$ cat src/design/sba_pkg.sv
package sba_pkg;

   // Field widths of the request, response and capacity register
   localparam int OP_W       = 1;
   localparam int IDX_W      = 9;
   localparam int STATUS_W   = 2;
   localparam int COUNT_W    = 10;
   localparam int CAP_FIELD_W = 10;

   // Bitmap geometry
   localparam int WORD_BITS  = 64;
   localparam int BIT_W      = 6;
   localparam int DEF_MARK_WORDS = 8;
   localparam logic [CAP_FIELD_W-1:0] CAP_RESET = 10'd512;

   // Request opcodes
   localparam logic [OP_W-1:0] OP_ALLOC = 1'b0;
   localparam logic [OP_W-1:0] OP_FREE  = 1'b1;

   // Response status codes
   localparam logic [STATUS_W-1:0] ST_OK          = 2'd0;
   localparam logic [STATUS_W-1:0] ST_NO_SLOT     = 2'd1;
   localparam logic [STATUS_W-1:0] ST_DOUBLE_FREE = 2'd2;

endpackage

$ cat src/design/sba_chan_if.sv
interface sba_req_if;
   import sba_pkg::*;

   logic             valid;
   logic             ready;
   logic [OP_W-1:0]  op;
   logic [IDX_W-1:0] slot_index;

   modport source (output valid, op, slot_index, input ready);
   modport sink   (input valid, op, slot_index, output ready);
endinterface

interface sba_rsp_if;
   import sba_pkg::*;

   logic                valid;
   logic                ready;
   logic [STATUS_W-1:0] status;
   logic [IDX_W-1:0]    granted_index;
   logic [COUNT_W-1:0]  used_count;
   logic                is_full;

   modport source (output valid, status, granted_index, used_count, is_full, input ready);
   modport sink   (input valid, status, granted_index, used_count, is_full, output ready);
endinterface

$ cat src/design/slab_bitmap_slot_allocator_core.sv
// Channel  | Ports    | Direction | Payload
// request  | req_if   | in        | op, slot_index
// response | rsp_if   | out       | status, granted_index, used_count, is_full
// config   | csr_*    | in        | slot_capacity (write only)
//
// A free reads and checks its bitmap word; an index past the bitmap skips both.
// An allocate scans the bitmap words in order from word 0, 1 to MARK_WORDS of them,
// as the bitmap memory delivers one 64-bit word per cycle to the lowest-zero unit.
// One request is in flight at a time; the next one is accepted while the
// previous response waits in the output register.
// Reset clears the bitmap through per-word valid bits and the used count; capacity 512.
module slab_bitmap_slot_allocator_core #(
   parameter int MARK_WORDS = sba_pkg::DEF_MARK_WORDS
) (
   input  logic                            clock,
   input  logic                            reset,
   sba_req_if.sink                         req_if,
   sba_rsp_if.source                       rsp_if,
   input  logic                            csr_wr_en,
   input  logic [sba_pkg::CAP_FIELD_W-1:0] csr_wr_data
);
   import sba_pkg::*;

   localparam int TOTAL_SLOTS = MARK_WORDS * WORD_BITS;
   localparam int WORD_W      = (MARK_WORDS > 1) ? $clog2(MARK_WORDS) : 1;
   localparam int SLOT_W      = $clog2(TOTAL_SLOTS);
   localparam int CAP_W       = ($clog2(TOTAL_SLOTS + 1) > CAP_FIELD_W) ?
                                $clog2(TOTAL_SLOTS + 1) : CAP_FIELD_W;
   localparam int NUM_W       = IDX_W - BIT_W;

   typedef enum logic [1:0] {
      ST_IDLE,
      ST_SCAN,
      ST_FREE_CHK,
      ST_DONE
   } state_type;

   state_type               state_ff, state_in;
   logic [CAP_FIELD_W-1:0]  cap_ff, cap_in;
   logic [COUNT_W-1:0]      count_ff, count_in;
   logic [WORD_W-1:0]       scan_word_ff, scan_word_in;
   logic [IDX_W-1:0]        idx_ff, idx_in;
   logic [STATUS_W-1:0]     res_status_ff, res_status_in;
   logic [IDX_W-1:0]        res_granted_ff, res_granted_in;
   logic                    rsp_valid_ff, rsp_valid_in;
   logic [STATUS_W-1:0]     rsp_status_ff, rsp_status_in;
   logic [IDX_W-1:0]        rsp_granted_ff, rsp_granted_in;
   logic [COUNT_W-1:0]      rsp_count_ff, rsp_count_in;
   logic                    rsp_full_ff, rsp_full_in;

   // Bitmap memory with per-word valid bits
   logic [WORD_BITS-1:0]    mark_mem [MARK_WORDS];
   logic [MARK_WORDS-1:0]   word_valid_ff;
   logic [WORD_BITS-1:0]    rd_data_ff;
   logic                    rd_valid_ff;
   logic                    rd_en;
   logic [WORD_W-1:0]       rd_addr;
   logic                    wr_en;
   logic [WORD_W-1:0]       wr_addr;
   logic [WORD_BITS-1:0]    wr_data;
   logic [WORD_BITS-1:0]    rd_word;

   logic                    zf_found;
   logic [BIT_W-1:0]        zf_bit;
   logic [SLOT_W-1:0]       scan_slot;
   logic [CAP_W-1:0]        eff_cap;
   logic [CAP_W-1:0]        count_ext;
   logic [NUM_W-1:0]        req_word_num;
   logic                    req_in_range;
   logic                    req_fire;
   logic                    rsp_free;
   logic [WORD_W-1:0]       free_word;
   logic [BIT_W-1:0]        free_bit;

   // Clamp the capacity to the bitmap size
   always_comb begin
      if (CAP_W'(cap_ff) < CAP_W'(TOTAL_SLOTS)) begin
         eff_cap = CAP_W'(cap_ff);
      end else begin
         eff_cap = CAP_W'(TOTAL_SLOTS);
      end
   end

   assign count_ext    = CAP_W'(count_ff);
   assign rd_word      = rd_valid_ff ? rd_data_ff : '0;
   assign scan_slot    = SLOT_W'({scan_word_ff, zf_bit});
   assign req_word_num = req_if.slot_index[IDX_W-1:BIT_W];
   assign req_in_range = 32'(req_word_num) < MARK_WORDS;
   assign req_fire     = req_if.valid && req_if.ready;
   assign rsp_free     = !rsp_valid_ff || rsp_if.ready;
   assign free_word    = WORD_W'(idx_ff[IDX_W-1:BIT_W]);
   assign free_bit     = idx_ff[BIT_W-1:0];

   sba_zero_find u_zero_find (
      .word    (rd_word),
      .found   (zf_found),
      .bit_idx (zf_bit)
   );

   // Sequencer: next state, memory control and result
   always_comb begin
      state_in       = state_ff;
      cap_in         = csr_wr_en ? csr_wr_data : cap_ff;
      count_in       = count_ff;
      scan_word_in   = scan_word_ff;
      idx_in         = idx_ff;
      res_status_in  = res_status_ff;
      res_granted_in = res_granted_ff;
      rsp_valid_in   = rsp_valid_ff && !rsp_if.ready;
      rsp_status_in  = rsp_status_ff;
      rsp_granted_in = rsp_granted_ff;
      rsp_count_in   = rsp_count_ff;
      rsp_full_in    = rsp_full_ff;
      rd_en          = 1'b0;
      rd_addr        = scan_word_ff;
      wr_en          = 1'b0;
      wr_addr        = scan_word_ff;
      wr_data        = rd_word;

      unique case (state_ff)
         ST_IDLE: begin
            if (req_fire) begin
               idx_in = req_if.slot_index;
               if (req_if.op == OP_ALLOC) begin
                  scan_word_in = '0;
                  rd_en        = 1'b1;
                  rd_addr      = '0;
                  state_in     = ST_SCAN;
               end else if (req_in_range) begin
                  rd_en    = 1'b1;
                  rd_addr  = WORD_W'(req_word_num);
                  state_in = ST_FREE_CHK;
               end else begin
                  res_status_in  = ST_DOUBLE_FREE;
                  res_granted_in = '0;
                  state_in       = ST_DONE;
               end
            end
         end
         ST_SCAN: begin
            if (zf_found) begin
               // Lowest free slot found; grant it if below capacity
               if (CAP_W'(scan_slot) < eff_cap) begin
                  wr_en          = 1'b1;
                  wr_addr        = scan_word_ff;
                  wr_data        = rd_word | (WORD_BITS'(1) << zf_bit);
                  count_in       = count_ff + COUNT_W'(1);
                  res_status_in  = ST_OK;
                  res_granted_in = IDX_W'(scan_slot);
               end else begin
                  res_status_in  = ST_NO_SLOT;
                  res_granted_in = '0;
               end
               state_in = ST_DONE;
            end else if (scan_word_ff == WORD_W'(MARK_WORDS - 1)) begin
               res_status_in  = ST_NO_SLOT;
               res_granted_in = '0;
               state_in       = ST_DONE;
            end else begin
               // Advance to the next word
               scan_word_in = scan_word_ff + WORD_W'(1);
               rd_en        = 1'b1;
               rd_addr      = scan_word_ff + WORD_W'(1);
            end
         end
         ST_FREE_CHK: begin
            res_granted_in = '0;
            if (rd_word[free_bit]) begin
               wr_en         = 1'b1;
               wr_addr       = free_word;
               wr_data       = rd_word & ~(WORD_BITS'(1) << free_bit);
               count_in      = count_ff - COUNT_W'(1);
               res_status_in = ST_OK;
            end else begin
               res_status_in = ST_DOUBLE_FREE;
            end
            state_in = ST_DONE;
         end
         ST_DONE: begin
            // Hold until the output register is free
            if (rsp_free) begin
               rsp_valid_in   = 1'b1;
               rsp_status_in  = res_status_ff;
               rsp_granted_in = res_granted_ff;
               rsp_count_in   = count_ff;
               rsp_full_in    = (count_ext == eff_cap);
               state_in       = ST_IDLE;
            end
         end
         default: begin
            state_in = ST_IDLE;
         end
      endcase
   end

   // State and registered outputs
   always_ff @(posedge clock) begin
      if (reset) begin
         state_ff     <= ST_IDLE;
         cap_ff       <= CAP_RESET;
         count_ff     <= '0;
         rsp_valid_ff <= 1'b0;
      end else begin
         state_ff     <= state_in;
         cap_ff       <= cap_in;
         count_ff     <= count_in;
         rsp_valid_ff <= rsp_valid_in;
      end
      scan_word_ff   <= scan_word_in;
      idx_ff         <= idx_in;
      res_status_ff  <= res_status_in;
      res_granted_ff <= res_granted_in;
      rsp_status_ff  <= rsp_status_in;
      rsp_granted_ff <= rsp_granted_in;
      rsp_count_ff   <= rsp_count_in;
      rsp_full_ff    <= rsp_full_in;
   end

   // Word valid bits: cleared at reset, set on first write
   always_ff @(posedge clock) begin
      if (reset) begin
         word_valid_ff <= '0;
      end else if (wr_en) begin
         word_valid_ff[wr_addr] <= 1'b1;
      end
   end

   // Bitmap memory write and registered read
   always_ff @(posedge clock) begin
      if (wr_en) begin
         mark_mem[wr_addr] <= wr_data;
      end
      if (rd_en) begin
         rd_data_ff  <= mark_mem[rd_addr];
         rd_valid_ff <= word_valid_ff[rd_addr];
      end
   end

   assign req_if.ready         = (state_ff == ST_IDLE);
   assign rsp_if.valid         = rsp_valid_ff;
   assign rsp_if.status        = rsp_status_ff;
   assign rsp_if.granted_index = rsp_granted_ff;
   assign rsp_if.used_count    = rsp_count_ff;
   assign rsp_if.is_full       = rsp_full_ff;

   // An accepted transaction always starts work
   a_accept_starts: assert property (@(posedge clock) disable iff (reset)
      req_fire |=> state_ff != ST_IDLE)
      else $error("accepted transaction did not leave idle");

   // The bitmap is written only while checking a word
   a_write_window: assert property (@(posedge clock) disable iff (reset)
      wr_en |-> (state_ff == ST_SCAN || state_ff == ST_FREE_CHK))
      else $error("bitmap written outside scan or free check");

   // Failed transactions grant nothing
   a_fail_no_grant: assert property (@(posedge clock) disable iff (reset)
      (rsp_if.valid && rsp_if.status != ST_OK) |-> rsp_if.granted_index == '0)
      else $error("failed transaction reports a granted slot");

   // The used count never exceeds the bitmap size
   a_count_bound: assert property (@(posedge clock) disable iff (reset)
      count_ext <= CAP_W'(TOTAL_SLOTS))
      else $error("used count exceeds bitmap size");

endmodule

$ cat src/design/sba_zero_find.sv
module sba_zero_find (
   input  logic [sba_pkg::WORD_BITS-1:0] word,
   output logic                          found,
   output logic [sba_pkg::BIT_W-1:0]     bit_idx
);
   import sba_pkg::*;

   logic [WORD_BITS-1:0] free_bits;

   // Mark free slots with ones
   assign free_bits = ~word;
   assign found     = |free_bits;

   // Binary search for the lowest set bit, halving the window each step
   always_comb begin
      logic [WORD_BITS-1:0] win;
      logic [BIT_W-1:0]     pos;
      logic [WORD_BITS-1:0] low_mask;
      win = free_bits;
      pos = '0;
      for (int k = BIT_W - 1; k >= 0; k--) begin
         low_mask = (WORD_BITS'(1) << (1 << k)) - WORD_BITS'(1);
         if ((win & low_mask) == '0) begin
            pos = pos | BIT_W'(1 << k);
            win = win >> (1 << k);
         end
      end
      bit_idx = pos;
   end
endmodule
$ cat src/flat_wrapper.sv
// flat-port wrapper written by rule: the top's interface ports become plain ports
module slab_bitmap_slot_allocator_core_flat import sba_pkg::*;
#(
   parameter int MARK_WORDS = sba_pkg::DEF_MARK_WORDS
)
  (clock, reset, csr_wr_en, csr_wr_data, req_if_valid, req_if_op, req_if_slot_index, req_if_ready, rsp_if_valid, rsp_if_status, rsp_if_granted_index, rsp_if_used_count, rsp_if_is_full, rsp_if_ready);
  sba_req_if req_if_i ();
  sba_rsp_if rsp_if_i ();
  input  logic clock;
  input  logic reset;
  input  logic csr_wr_en;
  input  logic [sba_pkg::CAP_FIELD_W-1:0] csr_wr_data;
  input wire logic [$bits(req_if_i.valid)-1:0] req_if_valid;
  input wire logic [$bits(req_if_i.op)-1:0] req_if_op;
  input wire logic [$bits(req_if_i.slot_index)-1:0] req_if_slot_index;
  output wire logic [$bits(req_if_i.ready)-1:0] req_if_ready;
  output wire logic [$bits(rsp_if_i.valid)-1:0] rsp_if_valid;
  output wire logic [$bits(rsp_if_i.status)-1:0] rsp_if_status;
  output wire logic [$bits(rsp_if_i.granted_index)-1:0] rsp_if_granted_index;
  output wire logic [$bits(rsp_if_i.used_count)-1:0] rsp_if_used_count;
  output wire logic [$bits(rsp_if_i.is_full)-1:0] rsp_if_is_full;
  input wire logic [$bits(rsp_if_i.ready)-1:0] rsp_if_ready;
  assign req_if_i.valid = req_if_valid;
  assign req_if_i.op = req_if_op;
  assign req_if_i.slot_index = req_if_slot_index;
  assign req_if_ready = req_if_i.ready;
  assign rsp_if_valid = rsp_if_i.valid;
  assign rsp_if_status = rsp_if_i.status;
  assign rsp_if_granted_index = rsp_if_i.granted_index;
  assign rsp_if_used_count = rsp_if_i.used_count;
  assign rsp_if_is_full = rsp_if_i.is_full;
  assign rsp_if_i.ready = rsp_if_ready;
  slab_bitmap_slot_allocator_core #(.MARK_WORDS(MARK_WORDS)) u_core (.clock(clock), .reset(reset), .req_if(req_if_i), .rsp_if(rsp_if_i), .csr_wr_en(csr_wr_en), .csr_wr_data(csr_wr_data));
endmodule
$ cat config.mk
export PLATFORM = sky130hd
export DESIGN_NAME = slab_bitmap_slot_allocator_core_flat
export DESIGN_NICKNAME = d
export VERILOG_FILES = /design/src/design/sba_pkg.sv /design/src/design/sba_chan_if.sv /design/src/design/slab_bitmap_slot_allocator_core.sv /design/src/design/sba_zero_find.sv /design/src/flat_wrapper.sv
export SDC_FILE = /design/constraint.sdc
export NUM_CORES = 1
export LEC_CHECK = 0
export ABC_AREA = 1
export CORE_ASPECT_RATIO = 0.9
export CORE_UTILIZATION = 50
export CTS_BUF_LIST = sky130_fd_sc_hd__clkbuf_2 sky130_fd_sc_hd__clkbuf_4 sky130_fd_sc_hd__clkbuf_8
export CTS_CLUSTER_DIAMETER = 120
export DETAILED_ROUTE_END_ITERATION = 16
export DONT_BUFFER_PORTS = 1
export PLACE_DENSITY = 0.7
export SYNTH_ARGS = -nofsm -noshare
export SYNTH_HDL_FRONTEND = slang
export SYNTH_SLANG_ARGS = --single-unit
export TNS_END_PERCENT = 20
$ cat constraint.sdc
create_clock -name clock -period 6.76 [get_ports clock]
set_input_delay 0.676 -clock clock [delete_from_list [all_inputs] [get_ports clock]]
set_output_delay 0.676 -clock clock [all_outputs]
set_load 0.1 [all_outputs]
==> flow_summary.ini <==
[run_status]
run_status = finished clean

[synth]
syn_avg_cell_area_um2 = 11.0
synth_edf_count = 622
synthCells = 2653
ys.flop_type = edfxtp_1
ys_types = 49
synthArstFlopShare_pct = 0
ys_seq_elements = 653
synthesis.nets = 2700
synth_seq_area_share_pct = 66.3
syn_area_um2 = 29100
ys_warn_count = 0

[power]
leakage_nw = 11.3
vdd_drop_max_v = 0.000364
power_density_nw_per_um2 = 498

[worst_setup_path]
critical_path_required_ns = 7.34
critPathKind = flop to flop
cp_max_fo = 33
start_kind = flop
arrival_ns = 6.61
cp-end-kind = flop

[timing]
fin_skew_ns = 0.0304
rsz0062_at_grt = no
relSlewSlack_pct = 25.1
worst_slack_ns = 0.724
setup_viol = 0
slew_viol_final = 0
max_freq_mhz = 166
hold_viol = 0
fin_hold_ws_ns = 0.0488
fin_setup_tns_ns = 0
worstMarginPinSlew_ns = 1.12
post-route-min-period_ns = 6.04
period_share_pct = 89.3

[grt]
grt_pass1_vias = 20500
grt_first_pass_wirelength_um = 130000
grt_max_degree = 133
antenna_found_initial = 2
grt_remaining_overflow = 0
grt_util_all_layers_pct = 29.4

[floorplanning]
fp.dieW_um = 256
die_y_um = 231
rows = 83
io_pins = 49
dieArea_um2 = 59200
core_um2 = 57300
start_util_pct = 50.8

[detailed_routing]
wl_per_cell_um = 24.6
first_pass_iters = 8
drtIter0Drc = 2389
route.detailed.drc = 0
vias_per_cell = 6.02
num_vias = 21400
totalWireLength_um = 87300
antenna_left = 0

[finish]
layoutNonFillerInstCount = 3549
fin_nets = 2746
drive_above_1_share_pct = 11.7
area_delta_synth_final_pct = 11.5
final_area_um2 = 32400

[place]
dp.cells = 3360
gp_congestion = 1.06
placed_area_um2 = 30400
port_buffers = 0
pre_cts_slack_ns = 1.00
hpwl_um = 55800

[clock_tree]
cts_tree = yes
numCtsBuffers = 101
cts_root_buf = clkbuf_8
insertion_delay_ns = 0.72
clock_tree.buffer_depth = 3
cts_sinks = 653
h-tree-depth = 3
path_clk_slew_ns = 0.06
post_cts_buffers = 0

[flow_run]
max_cap_viol_count = 0

[worst_hold_path]
hp-class = input port to flop
power by group:
group / switching (mW) / internal (mW) / leakage, nW
logic: 4.83 / 1.92 / 4.23
clock network: 1.52 / 1.74 / 1.06
registers: 0.474 / 5.66 / 5.99
total: 6.83 / 9.33 / 11.3
synth_stat cells (all sizes together), types with 10 or more instances:
cell / instances / share of area (%)
a31oi: 66 / 1.4
o22ai: 75 / 1.6
nor2: 448 / 5.9
nand3: 65 / 1.1
xor2: 10 / 0.30
nand2: 316 / 4.2
o21ai: 408 / 7.1
a22oi: 10 / 0.26
ha: 21 / 0.90
nand4: 43 / 0.97
a21oi: 93 / 1.6
dfxtp: 31 / 2.1
o21bai: 96 / 2.9
buf: 31 / 0.72
inv: 135 / 1.7
edfxtp: 622 / 64
clkbuf: 132 / 1.7
nor4: 13 / 0.28
metrics by stage:
step | utilization, % | power (mW)
after floorplan | - | 10.4
after detailed placement | 53.1 | 12.8
after CTS | 56.6 | 16.1
final | 56.6 | 16.2
after global routing | 56.6 | 17.0
after global placement | 53.1 | 12.7
layout by cell type (no fill, tap or decap), types with 64 or more instances in the layout:
master,n
a31oi_1,66
edfxtp_1,622
inv_1,121
buf_4,89
clkbuf_8,103
o21ai_0,391
nand3_1,64
o22ai_1,75
nor2_1,437
o21bai_1,85
nand2_1,306
a21oi_1,92
per-layer routing:
layer	share of wire, %	vias to the layer above	track usage (%)
met2	45	1055	44.7
met3	9.2	210	6.47
met1	43	10500	41.3
li1	-	9653	-
met5	0.015	-	0
met4	3.4	2	11.8
flip-flops by register name (all words and copies together), names as in the netlist:
| name | flops |
|---|---|
| u_core.rsp_if.status | 2 |
| u_core.state_ff | 2 |
| u_core.word_valid_ff | 8 |
| u_core.rsp_if.used_count | 10 |
| u_core.res_granted_ff | 9 |
| u_core.idx_ff | 9 |
| u_core.rd_valid_ff | 1 |
| u_core.rsp_if.is_full | 1 |
| u_core.res_status_ff | 2 |
| u_core.count_ext | 10 |
| u_core.rsp_if.granted_index | 9 |
| u_core.cap_ff | 10 |
| u_core.rsp_if.valid | 1 |
| u_core.mark_mem | 512 |
| u_core.scan_word_ff | 3 |
| u_core.rd_data_ff | 64 |
worst max-delay path, stage by stage, from the launching register on:
cell and delay (ns):
edfxtp_1 0.57, buf_4 0.45, nand2_1 0.09, inv_1 0.28
nand4_1 0.30, nor4_1 0.31, nand2_1 0.22, inv_1 0.19
nand2_1 0.08, a21oi_1 0.26, nand3_1 0.14, nand2_1 0.13
nor2_2 0.07, nand2_4 0.12, inv_1 0.08, ha_1 0.18
a21oi_1 0.13, o21ai_0 0.10, nand3_1 0.08, a21oi_1 0.06
a211oi_1 0.34, nand2_2 0.12, inv_2 0.10, nand4_2 0.40
buf_4 0.42, o21ai_0 0.41, buf_4 0.24
cell type report:
type | count | area (um2)
fillers | 4838 | 24900
flip-flops and latches | 653 | 19300
multi-input cells | 1699 | 8650
clock buffers | 139 | 1690
repair buffers | 106 | 998
well taps | 765 | 957
inverters | 138 | 536
clock inverters | 48 | 322
diodes | 1 | 2.50
cell families (layout without fill, tap and decap cells):
| kind of cell | count (synthesis) | after routing | synth area share, % |
|---|---|---|---|
| compound gates | 769 | 769 | 15.4 |
| xor+xnor | 13 | 13 | 0.391 |
| fa+ha+maj | 22 | 22 | 0.971 |
| buf+inv | 301 | 431 | 4.20 |
| flops | 653 | 653 | 66.3 |
| mux | 1 | 1 | 0.0344 |
| other cells | 0 | 1 | 0 |
| simple gates | 894 | 894 | 12.7 |
repair_timing:
item	CTS	global route
endpoints found under the hold margin	9	0
hold buffers	1	0
gates resized for setup	0	0
path summary, 6_finish.rpt:
kind                                     to  slack [ns]  cells past startpoint                     start
max                  u_core.mark_mem[4][36]        0.72                     26        u_core.rd_valid_ff
min reg2reg  u_core.rsp_if.granted_index[0]        0.42                      0  u_core.res_granted_ff[0]
min                        u_core.cap_ff[9]        0.05                      1                 csr_wr_en
max reg2reg          u_core.mark_mem[4][36]        0.72                     26        u_core.rd_valid_ff
Note: power is estimated with default switching activity, not from simulation.
